`config.mk`:
```
export PLATFORM = sky130hd
export DESIGN_NAME = http_request_header_parser_top
export DESIGN_NICKNAME = d
export VERILOG_FILES = /design/src/sv/hrp_pkg.sv /design/src/sv/hrp_front.sv /design/src/sv/hrp_queue.sv /design/src/sv/hrp_back.sv /design/src/sv/http_request_header_parser_top.sv
export SDC_FILE = /design/constraint.sdc
export NUM_CORES = 1
export LEC_CHECK = 0
export BUFFER_PORTS_ARGS = -buffer_cell sky130_fd_sc_hd__buf_2
export CAP_MARGIN = 10
export CORE_ASPECT_RATIO = 0.75
export CORE_MARGIN = 4
export CORE_UTILIZATION = 50
export CTS_CLUSTER_SIZE = 8
export DETAILED_ROUTE_END_ITERATION = 12
export PLACE_DENSITY = 0.67
export SETUP_SLACK_MARGIN = 0.4
export SYNTH_ARGS = -nofsm -noshare
export SYNTH_HDL_FRONTEND = slang
export SYNTH_SLANG_ARGS = --single-unit
```
`constraint.sdc`:
```
create_clock -name clk -period 8.1 [get_ports clk]
set_input_delay 1.215 -clock clk [delete_from_list [all_inputs] [get_ports clk]]
set_output_delay 1.215 -clock clk [all_outputs]
set_load 0.1 [all_outputs]
```
`src/sv/hrp_pkg.sv`:
```
// shared types, constants and helpers for the http request header parser
`timescale 1ns / 1ps
package hrp_pkg;

  localparam int LEN_BITS    = 12;
  localparam int POS_BITS    = 4;
  localparam int QUEUE_DEPTH = 4;
  localparam int QPTR_BITS   = $clog2(QUEUE_DEPTH);
  localparam int QCNT_BITS   = $clog2(QUEUE_DEPTH + 1);
  localparam int GET_LEN     = 4;
  localparam int POST_LEN    = 5;
  localparam int VER_LEN     = 10;

  localparam logic [0:GET_LEN-1][7:0]  GET_TEXT     = "GET ";
  localparam logic [0:POST_LEN-1][7:0] POST_TEXT    = "POST ";
  localparam logic [0:VER_LEN-1][7:0]  VERSION_TEXT = {"HTTP/1.1", 8'h0D, 8'h0A};

  localparam logic [7:0] CHAR_CR    = 8'h0D;
  localparam logic [7:0] CHAR_LF    = 8'h0A;
  localparam logic [7:0] CHAR_SPACE = 8'h20;
  localparam logic [7:0] CHAR_COLON = 8'h3A;

  localparam logic [LEN_BITS-1:0] MAX_URI_RESET   = LEN_BITS'(256);
  localparam logic [LEN_BITS-1:0] MAX_KEY_RESET   = LEN_BITS'(64);
  localparam logic [LEN_BITS-1:0] MAX_VALUE_RESET = LEN_BITS'(1024);

  typedef enum logic [1:0] {
    REG_MAX_URI   = 2'd0,
    REG_MAX_KEY   = 2'd1,
    REG_MAX_VALUE = 2'd2
  } reg_index_t;

  typedef enum logic [2:0] {
    ROLE_DELIM   = 3'd0,
    ROLE_METHOD  = 3'd1,
    ROLE_URI     = 3'd2,
    ROLE_VERSION = 3'd3,
    ROLE_KEY     = 3'd4,
    ROLE_VALUE   = 3'd5,
    ROLE_IGNORED = 3'd6
  } role_t;

  typedef enum logic [1:0] {
    METHOD_NONE = 2'd0,
    METHOD_GET  = 2'd1,
    METHOD_POST = 2'd2
  } method_t;

  typedef enum logic [2:0] {
    ERR_NONE        = 3'd0,
    ERR_BAD_METHOD  = 3'd1,
    ERR_URI_LONG    = 3'd2,
    ERR_BAD_VERSION = 3'd3,
    ERR_KEY_LONG    = 3'd4,
    ERR_VALUE_LONG  = 3'd5
  } err_t;

  typedef enum logic [2:0] {
    PH_METHOD,
    PH_URI,
    PH_VERSION,
    PH_KEY,
    PH_VALUE,
    PH_DONE,
    PH_ERROR
  } phase_t;

  typedef struct packed {
    logic [7:0] data_byte;
    logic       start_request;
  } hrp_in_t;

  typedef struct packed {
    logic [2:0] byte_role;
    logic [7:0] echo_byte;
    logic [1:0] method_seen;
    logic       field_end;
    logic       request_done;
    logic [2:0] error_code;
  } hrp_out_t;

  // byte plus its precomputed character matches
  typedef struct packed {
    logic [7:0]         data_byte;
    logic               start_request;
    logic               is_cr;
    logic               is_lf;
    logic               is_space;
    logic               is_colon;
    logic [GET_LEN-1:0]  get_hit;
    logic [POST_LEN-1:0] post_hit;
    logic [VER_LEN-1:0]  ver_hit;
  } hrp_class_t;

  function automatic logic [LEN_BITS-1:0] inc_sat(input logic [LEN_BITS-1:0] v);
    inc_sat = (&v) ? v : LEN_BITS'(v + 1'b1);
  endfunction

endpackage

```
`src/sv/hrp_front.sv`:
```
// front end: takes bytes and tags them with their character matches
`timescale 1ns / 1ps
module hrp_front import hrp_pkg::*; (
  input  logic       byte_valid,
  input  hrp_in_t    byte_item,
  input  logic       queue_full,
  output logic       push,
  output hrp_class_t push_item
);

  assign push = byte_valid & ~queue_full;

  always_comb begin
    push_item.data_byte     = byte_item.data_byte;
    push_item.start_request = byte_item.start_request;
    push_item.is_cr         = (byte_item.data_byte == CHAR_CR);
    push_item.is_lf         = (byte_item.data_byte == CHAR_LF);
    push_item.is_space      = (byte_item.data_byte == CHAR_SPACE);
    push_item.is_colon      = (byte_item.data_byte == CHAR_COLON);
    for (int i = 0; i < GET_LEN; i++) begin
      push_item.get_hit[i] = (byte_item.data_byte == GET_TEXT[i]);
    end
    for (int i = 0; i < POST_LEN; i++) begin
      push_item.post_hit[i] = (byte_item.data_byte == POST_TEXT[i]);
    end
    for (int i = 0; i < VER_LEN; i++) begin
      push_item.ver_hit[i] = (byte_item.data_byte == VERSION_TEXT[i]);
    end
  end

endmodule

```
`src/sv/hrp_queue.sv`:
```
// small fifo between the classifier and the parser
`timescale 1ns / 1ps
module hrp_queue import hrp_pkg::*; (
  input  logic       clk,
  input  logic       rst,
  input  logic       push,
  input  hrp_class_t push_item,
  input  logic       pop,
  output logic       full,
  output logic       not_empty,
  output hrp_class_t head_item
);

  hrp_class_t mem [QUEUE_DEPTH];
  logic [QPTR_BITS-1:0] wr_ptr;
  logic [QPTR_BITS-1:0] rd_ptr;
  logic [QCNT_BITS-1:0] count;

  assign full      = (count == QCNT_BITS'(QUEUE_DEPTH));
  assign not_empty = (count != '0);
  assign head_item = mem[rd_ptr];

  always_ff @(posedge clk) begin
    if (push) begin
      mem[wr_ptr] <= push_item;
    end
  end

  always_ff @(posedge clk) begin
    if (rst) begin
      wr_ptr <= '0;
      rd_ptr <= '0;
      count  <= '0;
    end else begin
      if (push) begin
        wr_ptr <= QPTR_BITS'(wr_ptr + 1'b1);
      end
      if (pop) begin
        rd_ptr <= QPTR_BITS'(rd_ptr + 1'b1);
      end
      case ({push, pop})
        2'b10:   count <= QCNT_BITS'(count + 1'b1);
        2'b01:   count <= QCNT_BITS'(count - 1'b1);
        default: count <= count;
      endcase
    end
  end

endmodule

```
`src/sv/hrp_back.sv`:
```
// back end: parse state machine, limit registers and result register
`timescale 1ns / 1ps
module hrp_back import hrp_pkg::*; (
  input  logic                clk,
  input  logic                rst,
  input  logic                cfg_we,
  input  logic [1:0]          cfg_index,
  input  logic [LEN_BITS-1:0] cfg_data,
  input  logic                not_empty,
  input  hrp_class_t          head_item,
  output logic                pop,
  output logic                result_valid,
  input  logic                result_stall,
  output hrp_out_t            result_item
);

  typedef enum logic [3:0] {
    ACT_NONE,
    ACT_FAIL,
    ACT_METHOD_STEP,
    ACT_METHOD_END,
    ACT_URI_BYTE,
    ACT_URI_END,
    ACT_VER_BYTE,
    ACT_VER_DELIM,
    ACT_VER_END,
    ACT_KEY_BYTE,
    ACT_KEY_CR,
    ACT_KEY_END,
    ACT_BLANK_LINE,
    ACT_VALUE_BYTE,
    ACT_VALUE_CR,
    ACT_VALUE_END
  } act_t;

  logic [LEN_BITS-1:0] max_uri_len;
  logic [LEN_BITS-1:0] max_key_len;
  logic [LEN_BITS-1:0] max_value_len;

  phase_t              phase;
  logic [POS_BITS-1:0] match_pos;
  logic [LEN_BITS-1:0] field_len;
  logic [1:0]          cand;
  logic [1:0]          found;
  logic                pending_cr;
  logic [2:0]          err;

  phase_t              phase_cur, phase_next;
  logic [POS_BITS-1:0] pos_cur, pos_next;
  logic [LEN_BITS-1:0] len_cur, len_next;
  logic [1:0]          cand_cur, cand_next;
  logic [1:0]          found_cur, found_next;
  logic                pend_cur, pend_next;
  logic [2:0]          err_cur, err_next;

  act_t                act;
  logic [2:0]          fail_code;
  logic [1:0]          cand_m;
  logic [1:0]          found_code;
  logic [LEN_BITS-1:0] len1;
  logic [LEN_BITS-1:0] len2;
  logic [LEN_BITS-1:0] len_new;
  logic                get_ok;
  logic                post_ok;
  logic                ver_ok;
  hrp_out_t            res;

  assign pop = not_empty & (~result_valid | ~result_stall);

  // limit registers
  always_ff @(posedge clk) begin
    if (rst) begin
      max_uri_len   <= MAX_URI_RESET;
      max_key_len   <= MAX_KEY_RESET;
      max_value_len <= MAX_VALUE_RESET;
    end else if (cfg_we) begin
      case (cfg_index)
        REG_MAX_URI:   max_uri_len   <= cfg_data;
        REG_MAX_KEY:   max_key_len   <= cfg_data;
        REG_MAX_VALUE: max_value_len <= cfg_data;
        default:       max_uri_len   <= max_uri_len;
      endcase
    end
  end

  // decode: state seen by this byte and the action it takes
  always_comb begin
    if (head_item.start_request) begin
      phase_cur = PH_METHOD;
      pos_cur   = '0;
      len_cur   = '0;
      cand_cur  = 2'b11;
      found_cur = METHOD_NONE;
      pend_cur  = 1'b0;
      err_cur   = ERR_NONE;
    end else begin
      phase_cur = phase;
      pos_cur   = match_pos;
      len_cur   = field_len;
      cand_cur  = cand;
      found_cur = found;
      pend_cur  = pending_cr;
      err_cur   = err;
    end

    get_ok  = (pos_cur < POS_BITS'(GET_LEN)) ?
              head_item.get_hit[pos_cur[$clog2(GET_LEN)-1:0]] : 1'b0;
    post_ok = (pos_cur < POS_BITS'(POST_LEN)) ?
              head_item.post_hit[pos_cur[$clog2(POST_LEN)-1:0]] : 1'b0;
    ver_ok  = (pos_cur < POS_BITS'(VER_LEN)) ? head_item.ver_hit[pos_cur] : 1'b0;
    cand_m  = cand_cur & {post_ok, get_ok};

    len1       = pend_cur ? inc_sat(len_cur) : len_cur;
    len2       = inc_sat(len1);
    len_new    = len_cur;
    act        = ACT_NONE;
    fail_code  = ERR_NONE;
    found_code = found_cur;

    case (phase_cur)
      PH_METHOD: begin
        if (cand_m == 2'b00) begin
          act       = ACT_FAIL;
          fail_code = ERR_BAD_METHOD;
        end else if (cand_m[0] && pos_cur == POS_BITS'(GET_LEN - 1)) begin
          act        = ACT_METHOD_END;
          found_code = METHOD_GET;
        end else if (cand_m[1] && pos_cur == POS_BITS'(POST_LEN - 1)) begin
          act        = ACT_METHOD_END;
          found_code = METHOD_POST;
        end else begin
          act = ACT_METHOD_STEP;
        end
      end
      PH_URI: begin
        if (head_item.is_space) begin
          if (len_cur >= max_uri_len) begin
            act       = ACT_FAIL;
            fail_code = ERR_URI_LONG;
          end else begin
            act = ACT_URI_END;
          end
        end else begin
          len_new = inc_sat(len_cur);
          if (len_new >= max_uri_len) begin
            act       = ACT_FAIL;
            fail_code = ERR_URI_LONG;
          end else begin
            act = ACT_URI_BYTE;
          end
        end
      end
      PH_VERSION: begin
        if (!ver_ok) begin
          act       = ACT_FAIL;
          fail_code = ERR_BAD_VERSION;
        end else if (pos_cur == POS_BITS'(VER_LEN - 1)) begin
          act = ACT_VER_END;
        end else if (pos_cur < POS_BITS'(VER_LEN - 2)) begin
          act = ACT_VER_BYTE;
        end else begin
          act = ACT_VER_DELIM;
        end
      end
      PH_KEY: begin
        if (pend_cur && head_item.is_lf) begin
          act = ACT_BLANK_LINE;
        end else if (len1 == '0 && head_item.is_cr) begin
          act     = ACT_KEY_CR;
          len_new = len1;
        end else if (head_item.is_colon) begin
          if (len1 >= max_key_len) begin
            act       = ACT_FAIL;
            fail_code = ERR_KEY_LONG;
          end else begin
            act = ACT_KEY_END;
          end
        end else begin
          len_new = len2;
          if (len2 >= max_key_len) begin
            act       = ACT_FAIL;
            fail_code = ERR_KEY_LONG;
          end else begin
            act = ACT_KEY_BYTE;
          end
        end
      end
      PH_VALUE: begin
        if (pend_cur && head_item.is_lf) begin
          act = ACT_VALUE_END;
        end else if (pend_cur && len1 > max_value_len) begin
          act       = ACT_FAIL;
          fail_code = ERR_VALUE_LONG;
        end else if (head_item.is_cr) begin
          act     = ACT_VALUE_CR;
          len_new = len1;
        end else begin
          len_new = len2;
          if (len2 > max_value_len) begin
            act       = ACT_FAIL;
            fail_code = ERR_VALUE_LONG;
          end else begin
            act = ACT_VALUE_BYTE;
          end
        end
      end
      default: act = ACT_NONE;
    endcase
  end

  // next state
  always_comb begin
    phase_next = phase_cur;
    pos_next   = pos_cur;
    len_next   = len_cur;
    cand_next  = cand_cur;
    found_next = found_cur;
    pend_next  = pend_cur;
    err_next   = err_cur;
    case (act)
      ACT_FAIL: begin
        err_next   = fail_code;
        phase_next = PH_ERROR;
        pend_next  = 1'b0;
      end
      ACT_METHOD_STEP: begin
        cand_next = cand_m;
        pos_next  = POS_BITS'(pos_cur + 1'b1);
      end
      ACT_METHOD_END: begin
        found_next = found_code;
        phase_next = PH_URI;
        pos_next   = '0;
        len_next   = '0;
      end
      ACT_URI_BYTE: len_next = len_new;
      ACT_URI_END: begin
        phase_next = PH_VERSION;
        pos_next   = '0;
        len_next   = '0;
      end
      ACT_VER_BYTE, ACT_VER_DELIM: pos_next = POS_BITS'(pos_cur + 1'b1);
      ACT_VER_END: begin
        phase_next = PH_KEY;
        pos_next   = '0;
        len_next   = '0;
        pend_next  = 1'b0;
      end
      ACT_KEY_CR, ACT_VALUE_CR: begin
        pend_next = 1'b1;
        len_next  = len_new;
      end
      ACT_KEY_BYTE, ACT_VALUE_BYTE: begin
        pend_next = 1'b0;
        len_next  = len_new;
      end
      ACT_KEY_END: begin
        phase_next = PH_VALUE;
        len_next   = '0;
        pend_next  = 1'b0;
      end
      ACT_VALUE_END: begin
        phase_next = PH_KEY;
        len_next   = '0;
        pend_next  = 1'b0;
      end
      ACT_BLANK_LINE: begin
        phase_next = PH_DONE;
        pend_next  = 1'b0;
      end
      default: phase_next = phase_cur;
    endcase
  end

  // result for this byte
  always_comb begin
    res.echo_byte    = head_item.data_byte;
    res.method_seen  = found_next;
    res.error_code   = err_next;
    res.field_end    = 1'b0;
    res.request_done = 1'b0;
    case (act)
      ACT_FAIL: begin
        case (phase_cur)
          PH_METHOD:  res.byte_role = ROLE_METHOD;
          PH_URI:     res.byte_role = ROLE_URI;
          PH_VERSION: res.byte_role = ROLE_VERSION;
          PH_KEY:     res.byte_role = ROLE_KEY;
          PH_VALUE:   res.byte_role = ROLE_VALUE;
          default:    res.byte_role = ROLE_IGNORED;
        endcase
      end
      ACT_METHOD_STEP: res.byte_role = ROLE_METHOD;
      ACT_URI_BYTE:    res.byte_role = ROLE_URI;
      ACT_VER_BYTE:    res.byte_role = ROLE_VERSION;
      ACT_KEY_BYTE:    res.byte_role = ROLE_KEY;
      ACT_VALUE_BYTE:  res.byte_role = ROLE_VALUE;
      ACT_VER_DELIM, ACT_KEY_CR, ACT_VALUE_CR: res.byte_role = ROLE_DELIM;
      ACT_METHOD_END, ACT_URI_END, ACT_VER_END, ACT_KEY_END, ACT_VALUE_END: begin
        res.byte_role = ROLE_DELIM;
        res.field_end = 1'b1;
      end
      ACT_BLANK_LINE: begin
        res.byte_role    = ROLE_DELIM;
        res.request_done = 1'b1;
      end
      default: res.byte_role = ROLE_IGNORED;
    endcase
  end

  always_ff @(posedge clk) begin
    if (rst) begin
      phase      <= PH_METHOD;
      match_pos  <= '0;
      field_len  <= '0;
      cand       <= 2'b11;
      found      <= METHOD_NONE;
      pending_cr <= 1'b0;
      err        <= ERR_NONE;
    end else if (pop) begin
      phase      <= phase_next;
      match_pos  <= pos_next;
      field_len  <= len_next;
      cand       <= cand_next;
      found      <= found_next;
      pending_cr <= pend_next;
      err        <= err_next;
    end
  end

  always_ff @(posedge clk) begin
    if (rst) begin
      result_valid <= 1'b0;
    end else if (pop) begin
      result_valid <= 1'b1;
    end else if (!result_stall) begin
      result_valid <= 1'b0;
    end
  end

  always_ff @(posedge clk) begin
    if (pop) begin
      result_item <= res;
    end
  end

endmodule

```
`src/sv/http_request_header_parser_top.sv`:
```
// top level of the http request header parser
`timescale 1ns / 1ps
//
//  channel   direction  handshake                   payload
//  byte      in         byte_valid / byte_stall     byte_item   (hrp_in_t)
//  result    out        result_valid / result_stall result_item (hrp_out_t)
//  cfg       in         cfg_we (no handshake back)  cfg_index, cfg_data
//
//  one byte per cycle sustained while result_stall stays low; a taken byte goes
//  into the fifo, and the parser pops the fifo head and registers its result
//  reset clears the fifo, the parse state and restores limits 256 / 64 / 1024
//  a stalled result holds in the output register while the 4-entry fifo keeps
//  taking bytes; byte_stall rises only when the fifo is full
//
module http_request_header_parser_top import hrp_pkg::*; (
  input  logic                clk,
  input  logic                rst,
  // byte input channel
  input  logic                byte_valid,
  output logic                byte_stall,
  input  hrp_in_t             byte_item,
  // result output channel
  output logic                result_valid,
  input  logic                result_stall,
  output hrp_out_t            result_item,
  // limit register writes
  input  logic                cfg_we,
  input  logic [1:0]          cfg_index,
  input  logic [LEN_BITS-1:0] cfg_data
);

  logic       push;
  logic       pop;
  logic       queue_full;
  logic       not_empty;
  hrp_class_t push_item;
  hrp_class_t head_item;

  // stall only from the registered fill count, never from byte_valid
  assign byte_stall = queue_full;

  // classify each byte as it is taken
  hrp_front u_front (
    .byte_valid (byte_valid),
    .byte_item  (byte_item),
    .queue_full (queue_full),
    .push       (push),
    .push_item  (push_item)
  );

  // decouples the input side from output back pressure
  hrp_queue u_queue (
    .clk       (clk),
    .rst       (rst),
    .push      (push),
    .push_item (push_item),
    .pop       (pop),
    .full      (queue_full),
    .not_empty (not_empty),
    .head_item (head_item)
  );

  // parse state machine and the result register
  hrp_back u_back (
    .clk          (clk),
    .rst          (rst),
    .cfg_we       (cfg_we),
    .cfg_index    (cfg_index),
    .cfg_data     (cfg_data),
    .not_empty    (not_empty),
    .head_item    (head_item),
    .pop          (pop),
    .result_valid (result_valid),
    .result_stall (result_stall),
    .result_item  (result_item)
  );

endmodule

```
==> summary.md, run 1 <==
| Metric | Value |
|---|---|
| Number of setup violations in the final report | `0` |
| Antenna violations before repair | `0` |
| Ys flop type | `sky130_fd_sc_hd__edfxtp_1` |
| Remaining Overflow, GRT | `0` |
| Setup slack, reg-to-reg | `approximately 770 ps` |
| Placeable core area | `22300 sq um` |
| WHS | `458 ps` |
| Filler cell count in the final layout | `~1900` |
| Number of detailed-route iterations in the first pass | `7` |
| Setup repair after global routing missed its margin | `no` |
| Worst setup timing slack at the placement stage | `between 500 and 600 ps` |
| Most used cell along the critical path | `sky130_fd_sc_hd__ha_1` |
| Portion of total power attributed to the clock network | `0.240` |
| Worst-path maximum fanout | `9` |
| Detailed-route via count | `9707` |
| Power density normalized to cell area | `between 200 and 300 nW/um^2` |
| Class of the most critical setup path | `reg2reg` |
| Total negative slack | `0 ps` |
| Post-route fraction of the period consumed by the critical path | `0.904` |
| Die outline area | `between 20000 and 30000 sq um` |
| Post-synthesis sequential area ratio | `0.416` |
| Boundary pin count | `48` |
| GRT Overall Usage | `0.260` |
| Worst supply voltage drop on vdd | `~250 uV` |
| Final-stage net count | `1324` |
| Clock latency at the later pin of the worst-skew pair | `440 ps` |
| Cell count after synthesis | `between 1000 and 1500` |
| Ys async rst share | `0` |
| Layout Cell Area excl Fill | `12600 sq um` |
| Timing-limited maximum frequency | `0.137 GHz` |
| Post-layout min period | `~7300 ps` |
| Synthesized Nets | `1296` |
| Growth of design area from synthesis to finish | `10.3%` |
| Total cell area at the placement stage | `11900 sq um` |
| Slew of the pin with the lowest slew margin | `roughly 850 ps` |
| Total inserted antenna cells | `0` |
| Min setup slack post-route | `approximately 770 ps` |
| Setup crit start kind | `flop` |
| Internal power | `2.10 mW` |
| Starting density of the core | `0.514` |
| Switching power share of the total | `0.430` |
| Number of design rule violations left after detail routing | `0` |
| Number of buffers created by CTS | `17` |
| Fraction of layout cells with a size suffix above 1 | `0.139` |
| CTS tree | `built` |
| Seq pwr share | `0.334` |
| Master cell of the clock root buffer | `sky130_fd_sc_hd__clkbuf_16` |
| Die height | `between 100 and 150 um` |
| Die Width | `183 um` |
| Number of antenna-violating nets in the routed design | `0` |
| Switch Pwr | `around 1.6 mW` |
| Worst path arrival time | `7690 ps` |
| Post-detail-place hpwl | `~25000 um` |
| Number of maximum-capacitance violations | `0` |
| Number of port buffers | `47` |
| Total number of H-tree levels | `4` |
| Most common library cell in the layout ignoring fill and taps | `sky130_fd_sc_hd__nand2_1` |
| Max clock buf depth | `2` |
| Logic gate share of total power | `0.426` |
| Hold WC Path Type | `reg2reg` |
| Post-synthesis cell area | `between 10000 and 15000 sq um` |
| Slowest cell on the critical path | `sky130_fd_sc_hd__o41ai_2` |
| Largest net degree at the start of global routing | `57` |
| Count of state elements after synthesis | `~180` |
| Seq. cell area | `about 4800 sq um` |
| Standard-cell row count | `47` |
| Wirelength, routed | `33100 um` |
| Kind of end point of the critical path | `flop` |
| Synth unique cells | `91` |
| Drt wl/cell | `between 20 and 25 um` |
| Number of synthesized flops with an enable pin | `110` |
| CP max stage delay | `490 ps` |
| Register clock-pin slew on the reported worst setup and hold paths | `70 ps` |
| Final Slew Violations | `0` |
| Commonest cells after routing, fill and taps aside | `sky130_fd_sc_hd__nand2_1 (148), sky130_fd_sc_hd__edfxtp_1 (110), sky130_fd_sc_hd__a21oi_1 (101)` |
| Final Hold Vio Count | `0` |
| Worst slew slack as a fraction of its limit | `0.427` |
| Number of warnings reported in the yosys synthesis log | `0` |
| Status | `finished clean` |
| Via count of the first global-routing pass | `8885` |
| Worst setup skew after layout | `16.5 ps` |
| Static leakage | `4.77 nW` |
| Avg Synthesized Cell Area | `9.65 sq um` |
| Required time reported for the critical path endpoint | `between 8000 and 9000 ps` |
| Vias per cell | `6.38` |
| Wire length of the first global-routing pass | `51700 um` |
| Final weighted congestion in routability-driven placement | `between 1 and 1.5` |
| Clock sink count | `183` |
| Number of design-rule violations left by the first detailed-router iteration | `~1400` |
| Area taken by multi-input logic gates | `6180 sq um` |
| End-of-flow core utilization | `0.567` |
power by group through the flow:
stage / clock [mW] / combinational [mW] / sequential [mW]
floorplan: 0 / 0.864 / 1.58
global placement: 0 / 1.53 / 1.25
detailed placement: 0 / 1.54 / 1.25
CTS: 0.900 / 1.54 / 1.23
global route: 0.940 / 1.68 / 1.24
finish: 0.886 / 1.57 / 1.23
cell usage after synthesis, types with 14 or more instances:
| cell type | number | area share |
|---|---|---|
| sky130_fd_sc_hd__o21ai_0 | 33 | 0.014 |
| sky130_fd_sc_hd__nand4_1 | 14 | 0.0076 |
| sky130_fd_sc_hd__nand2b_1 | 24 | 0.013 |
| sky130_fd_sc_hd__o211ai_1 | 20 | 0.013 |
| sky130_fd_sc_hd__mux2i_1 | 22 | 0.019 |
| sky130_fd_sc_hd__nor3_1 | 32 | 0.014 |
| sky130_fd_sc_hd__nor2b_1 | 18 | 0.0098 |
| sky130_fd_sc_hd__clkbuf_1 | 36 | 0.012 |
| sky130_fd_sc_hd__nor2_1 | 77 | 0.025 |
| sky130_fd_sc_hd__nand2_1 | 148 | 0.048 |
| sky130_fd_sc_hd__dfxtp_1 | 73 | 0.13 |
| sky130_fd_sc_hd__mux4_2 | 19 | 0.037 |
| sky130_fd_sc_hd__edfxtp_1 | 110 | 0.29 |
| sky130_fd_sc_hd__ha_1 | 80 | 0.087 |
| sky130_fd_sc_hd__inv_1 | 66 | 0.022 |
| sky130_fd_sc_hd__nand3_1 | 25 | 0.011 |
| sky130_fd_sc_hd__buf_2 | 18 | 0.0079 |
| sky130_fd_sc_hd__a21oi_1 | 102 | 0.045 |
| sky130_fd_sc_hd__xnor2_1 | 20 | 0.015 |
critical path: cells and delay by family (launching register included):
family	cells	cell delay, ps
compound gates	11	2950
flops	1	410
simple gates	7	1570
buf+inv	3	370
fa+ha+maj	3	860
mux	2	600
xor+xnor	2	490
cell families after synthesis:
family | share of synthesized area
AO/OA/AOI/OAI | 0.171
XOR/XNOR | 0.0222
adder cells (fa/ha/maj) | 0.0891
buffers and inverters | 0.0468
flip-flops | 0.416
multiplexers | 0.0680
AND/OR/NAND/NOR | 0.187
state kept, by name, indices dropped and copies added (netlist names), 3 cells and up, named ones only:
name / cells
u_queue.count: 3
u_back.result_item: 18
u_back.max_uri_len: 12
u_back.field_len: 12
u_back.err: 3
u_back.max_value_len: 12
u_back.match_pos: 4
u_queue.mem: 92
u_back.max_key_len: 12
u_back.phase: 3
worst paths after layout:
| check | from | endpoint | cells past startpoint |
|---|---|---|---|
| worst min register to register | u_back.max_uri_len[3]$_SDFFE_PP0P_ | u_back.max_uri_len[3]$_SDFFE_PP0P_ | 2 |
| worst max-delay path | flop | u_back.field_len[9]$_SDFFE_PP0P_ | 28 |
| worst max register to register | flop | u_back.field_len[9]$_SDFFE_PP0P_ | 28 |
| worst min-delay path | u_back.max_uri_len[3]$_SDFFE_PP0P_ | u_back.max_uri_len[3]$_SDFFE_PP0P_ | 2 |
per-stage QoR:
step	std cells	total power [mW]
2_1_floorplan	1187	2.45
3_5_place_dp	1486	2.78
6_report	1522	3.68
3_3_place_gp	1486	2.77
5_1_grt	1522	3.87
4_1_cts	1518	3.67
layout make-up:
type | instances | area share
clock buffer | 24 | 0.0434
clock inverter | 8 | 0.00723
inverter | 68 | 0.0202
multi-input combinational | 873 | 0.489
sequential | 183 | 0.377
tap | 294 | 0.0291
timing repair buffer | 72 | 0.0335
repair_timing:
item / 4_1_cts / 5_1_grt
hold buffers: 0 / 0
resized for setup: 0 / 3
hold endpoints to repair: 0 / 0
buffers inserted: 0 / 4
endpoints found under the setup margin: 0 / 23
routing by layer:
layer / global-route usage / up-vias / routed length, um
met3: 0.101 / 51 / 4540
met2: 0.318 / 589 / 12300
met5: 0 / - / 0
li1: - / 4457 / -
met1: 0.422 / 4610 / 15700
met4: 0.0556 / 0 / 505
(Power assumes the default switching activity.)
==> run 2, diff against run 1 <==
--- a/config.mk
+++ b/config.mk
@@ -13,7 +13,7 @@
 export CTS_CLUSTER_SIZE = 8
 export DETAILED_ROUTE_END_ITERATION = 12
 export PLACE_DENSITY = 0.67
-export SETUP_SLACK_MARGIN = 0.4
+export SETUP_SLACK_MARGIN = 0.15
 export SYNTH_ARGS = -nofsm -noshare
 export SYNTH_HDL_FRONTEND = slang
 export SYNTH_SLANG_ARGS = --single-unit
==> constraint.sdc (replaced) <==
create_clock -name clk -period 8.1 [get_ports clk]
set_input_delay 0.405 -clock clk [delete_from_list [all_inputs] [get_ports clk]]
set_output_delay 0.405 -clock clk [all_outputs]
set_load 0.1 [all_outputs]
==> run 2 against run 1 <==
Compared with the run above: critical path depth stayed put; worst hold slack lost 240 ps; final cell count about the same; fmax is 3.6% lower; combinational power about the same; sequential power is essentially flat; non-clock buffer count is 1 lower; critical path type unchanged; critical endpoint unchanged; largest power group unchanged.
==> summary.md, run 2 (synthesis gave the netlist of run 1 again) <==
| Metric | Value |
|---|---|
| Grt peak-use layer | `met1` |
| Remaining Overflow, GRT | `0` |
| Post-route fraction of the period consumed by the critical path | `0.938` |
| Met1 track utilization from global routing | `0.422` |
| Filler cell count in the final layout | `between 1500 and 2000` |
| Worst supply voltage drop on vdd | `248 uV` |
| Status | `finished clean` |
| Wire length of the first global-routing pass | `51700 um` |
| Regs by FF count | `u_queue.mem (92), u_back.result_item (18)` |
| Number of buffers created by CTS | `17` |
| Worst reg2reg path depth | `28` |
| Detailed-route via count | `9649` |
| Worst setup skew after layout | `17.9 ps` |
| Cell depth of the worst min-delay path | `1` |
| Max clock buf depth | `2` |
| Drt wl/cell | `21.8 um` |
| Most common library cell in the layout ignoring fill and taps | `sky130_fd_sc_hd__nand2_1` |
| Worst path arrival time | `7960 ps` |
| Setup repair after global routing missed its margin | `no` |
| Growth of design area from synthesis to finish | `10.1%` |
| Number of antenna-violating nets in the routed design | `0` |
| Number of design-rule violations left by the first detailed-router iteration | `roughly 1500` |
| Min-Delay Startpoint | `byte_item[0]` |
| Boundary pin count | `48` |
| GRT Overall Usage | `0.260` |
| Required time reported for the critical path endpoint | `8460 ps` |
| Slowest cell on the critical path | `sky130_fd_sc_hd__o41ai_1` |
| Area taken by multi-input logic gates | `6170 sq um` |
| Worst slew slack as a fraction of its limit | `0.381` |
| Number of port buffers | `47` |
| Worst-path maximum fanout | `9` |
| Kind of end point of the critical path | `flop` |
| Total inserted antenna cells | `0` |
| Wirelength, routed | `33200 um` |
| Number of setup violations in the final report | `0` |
| WP buf/inv | `3` |
| Placeable core area | `22300 sq um` |
| Via count of the first global-routing pass | `around 9000` |
| Register clock-pin slew on the reported worst setup and hold paths | `70 ps` |
| Timing-limited maximum frequency | `0.132 GHz` |
| Seq. cell area | `4770 sq um` |
| Largest net degree at the start of global routing | `57` |
| Post-detail-place hpwl | `24700 um` |
| Clock sink count | `~180` |
| Class of the most critical setup path | `reg2reg` |
| Number of detailed-route iterations in the first pass | `8` |
| CTS tree | `built` |
| Die outline area | `between 20000 and 30000 sq um` |
| Family with the most delay on the worst path | `compound AO/OA/AOI/OAI gates` |
| Master cell of the clock root buffer | `sky130_fd_sc_hd__clkbuf_16` |
| Antenna violations before repair | `0` |
| Hold WC Path Type | `in2reg` |
| Slew of the pin with the lowest slew margin | `918 ps` |
| Most used cell along the critical path | `sky130_fd_sc_hd__ha_1` |
| Post-layout min period | `7600 ps` |
| Final Hold Vio Count | `0` |
| Flip-flop count of the largest register, all copies and words added | `92` |
| Number of design rule violations left after detail routing | `0` |
| Vias per cell | `6.34` |
| Clock latency at the later pin of the worst-skew pair | `around 440 ps` |
| Standard-cell row count | `47` |
| Die Width | `183 um` |
| Final-stage net count | `1323` |
| GRT met3 Usage | `0.101` |
| Final Slew Violations | `0` |
| Fraction of layout cells with a size suffix above 1 | `0.137` |
| Commonest cells after routing, fill and taps aside | `sky130_fd_sc_hd__nand2_1 (148), sky130_fd_sc_hd__edfxtp_1 (110), sky130_fd_sc_hd__a21oi_1 (102)` |
| Static leakage | `around 4.8 nW` |
| Total number of H-tree levels | `4` |
| Number of maximum-capacitance violations | `0` |
| Starting density of the core | `0.514` |
| Overall power | `3.68 mW` |
| Final weighted congestion in routability-driven placement | `1.06` |
| Die height | `139 um` |
| Register with the most flip-flops | `u_queue.mem` |
| Number of stages on the worst setup path | `28` |
| Power density normalized to cell area | `292 nW/um^2` |
| Setup crit start kind | `flop` |
| CP max stage delay | `580 ps` |
| GR met2 Demand/Resource | `0.318` |
| Total negative slack | `0 ps` |
## run 2: power by group
| group | internal, mW | total [mW] | switching, mW | leakage [nW] |
|---|---|---|---|---|
| Combinational | 0.423 | 1.57 | 1.14 | 2.80 |
| Sequential | 1.16 | 1.23 | 0.0692 | 1.64 |
| Clock | 0.515 | 0.887 | 0.372 | 0.318 |
## run 2: area by class of cell
| class | count | share of cell area |
|---|---|---|
| Inverter | 68 | 0.0202 |
| Clock inverter | 8 | 0.00724 |
| Multi-Input combinational cell | 873 | 0.489 |
| Tap cell | 294 | 0.0292 |
| Timing Repair Buffer | 71 | 0.0329 |
| Sequential cell | 183 | 0.378 |
| Clock buffer | 24 | 0.0434 |
## run 2: layer usage
metal,share of wire,wire (um)
met1,0.47,15700
met2,0.37,12400
met3,0.14,4670
met4,0.014,459
met5,0,0
## run 2: final timing paths
check | endpoint | slack, ps
max | u_back.field_len[9]$_SDFFE_PP0P_ | 500
min | u_queue.mem[0][23]$_DFFE_PP_ | 210
max reg2reg | u_back.field_len[9]$_SDFFE_PP0P_ | 500
min reg2reg | u_back.max_uri_len[3]$_SDFFE_PP0P_ | 460
## run 2: what timing repair did
action,CTS,global route
buffers inserted,0,3
setup endpoints to repair,0,15
hold buffers,0,0
gates resized for setup,0,1
## run 2: worst reg2reg max path, delay by kind of cell, from the launching register on
family | cells | cell delay [ps]
buf+inv | 3 | 380
compound gates | 11 | 3200
fa+ha+maj | 3 | 880
flops | 1 | 410
xor+xnor | 2 | 470
mux | 2 | 600
simple gates | 7 | 1600
## run 2: through the flow
stage | worst slack (ps) | area (sq um) | hold WS [ps] | cells | util
floorplan | 877 | 11500 | 436 | 1187 | -
global placement | 705 | 11900 | 442 | 1486 | 0.536
detailed placement | 532 | 11900 | 450 | 1486 | 0.536
CTS | 512 | 12600 | 187 | 1518 | 0.565
global route | 196 | 12600 | 204 | 1521 | 0.566
finish | 498 | 12600 | 213 | 1521 | 0.566
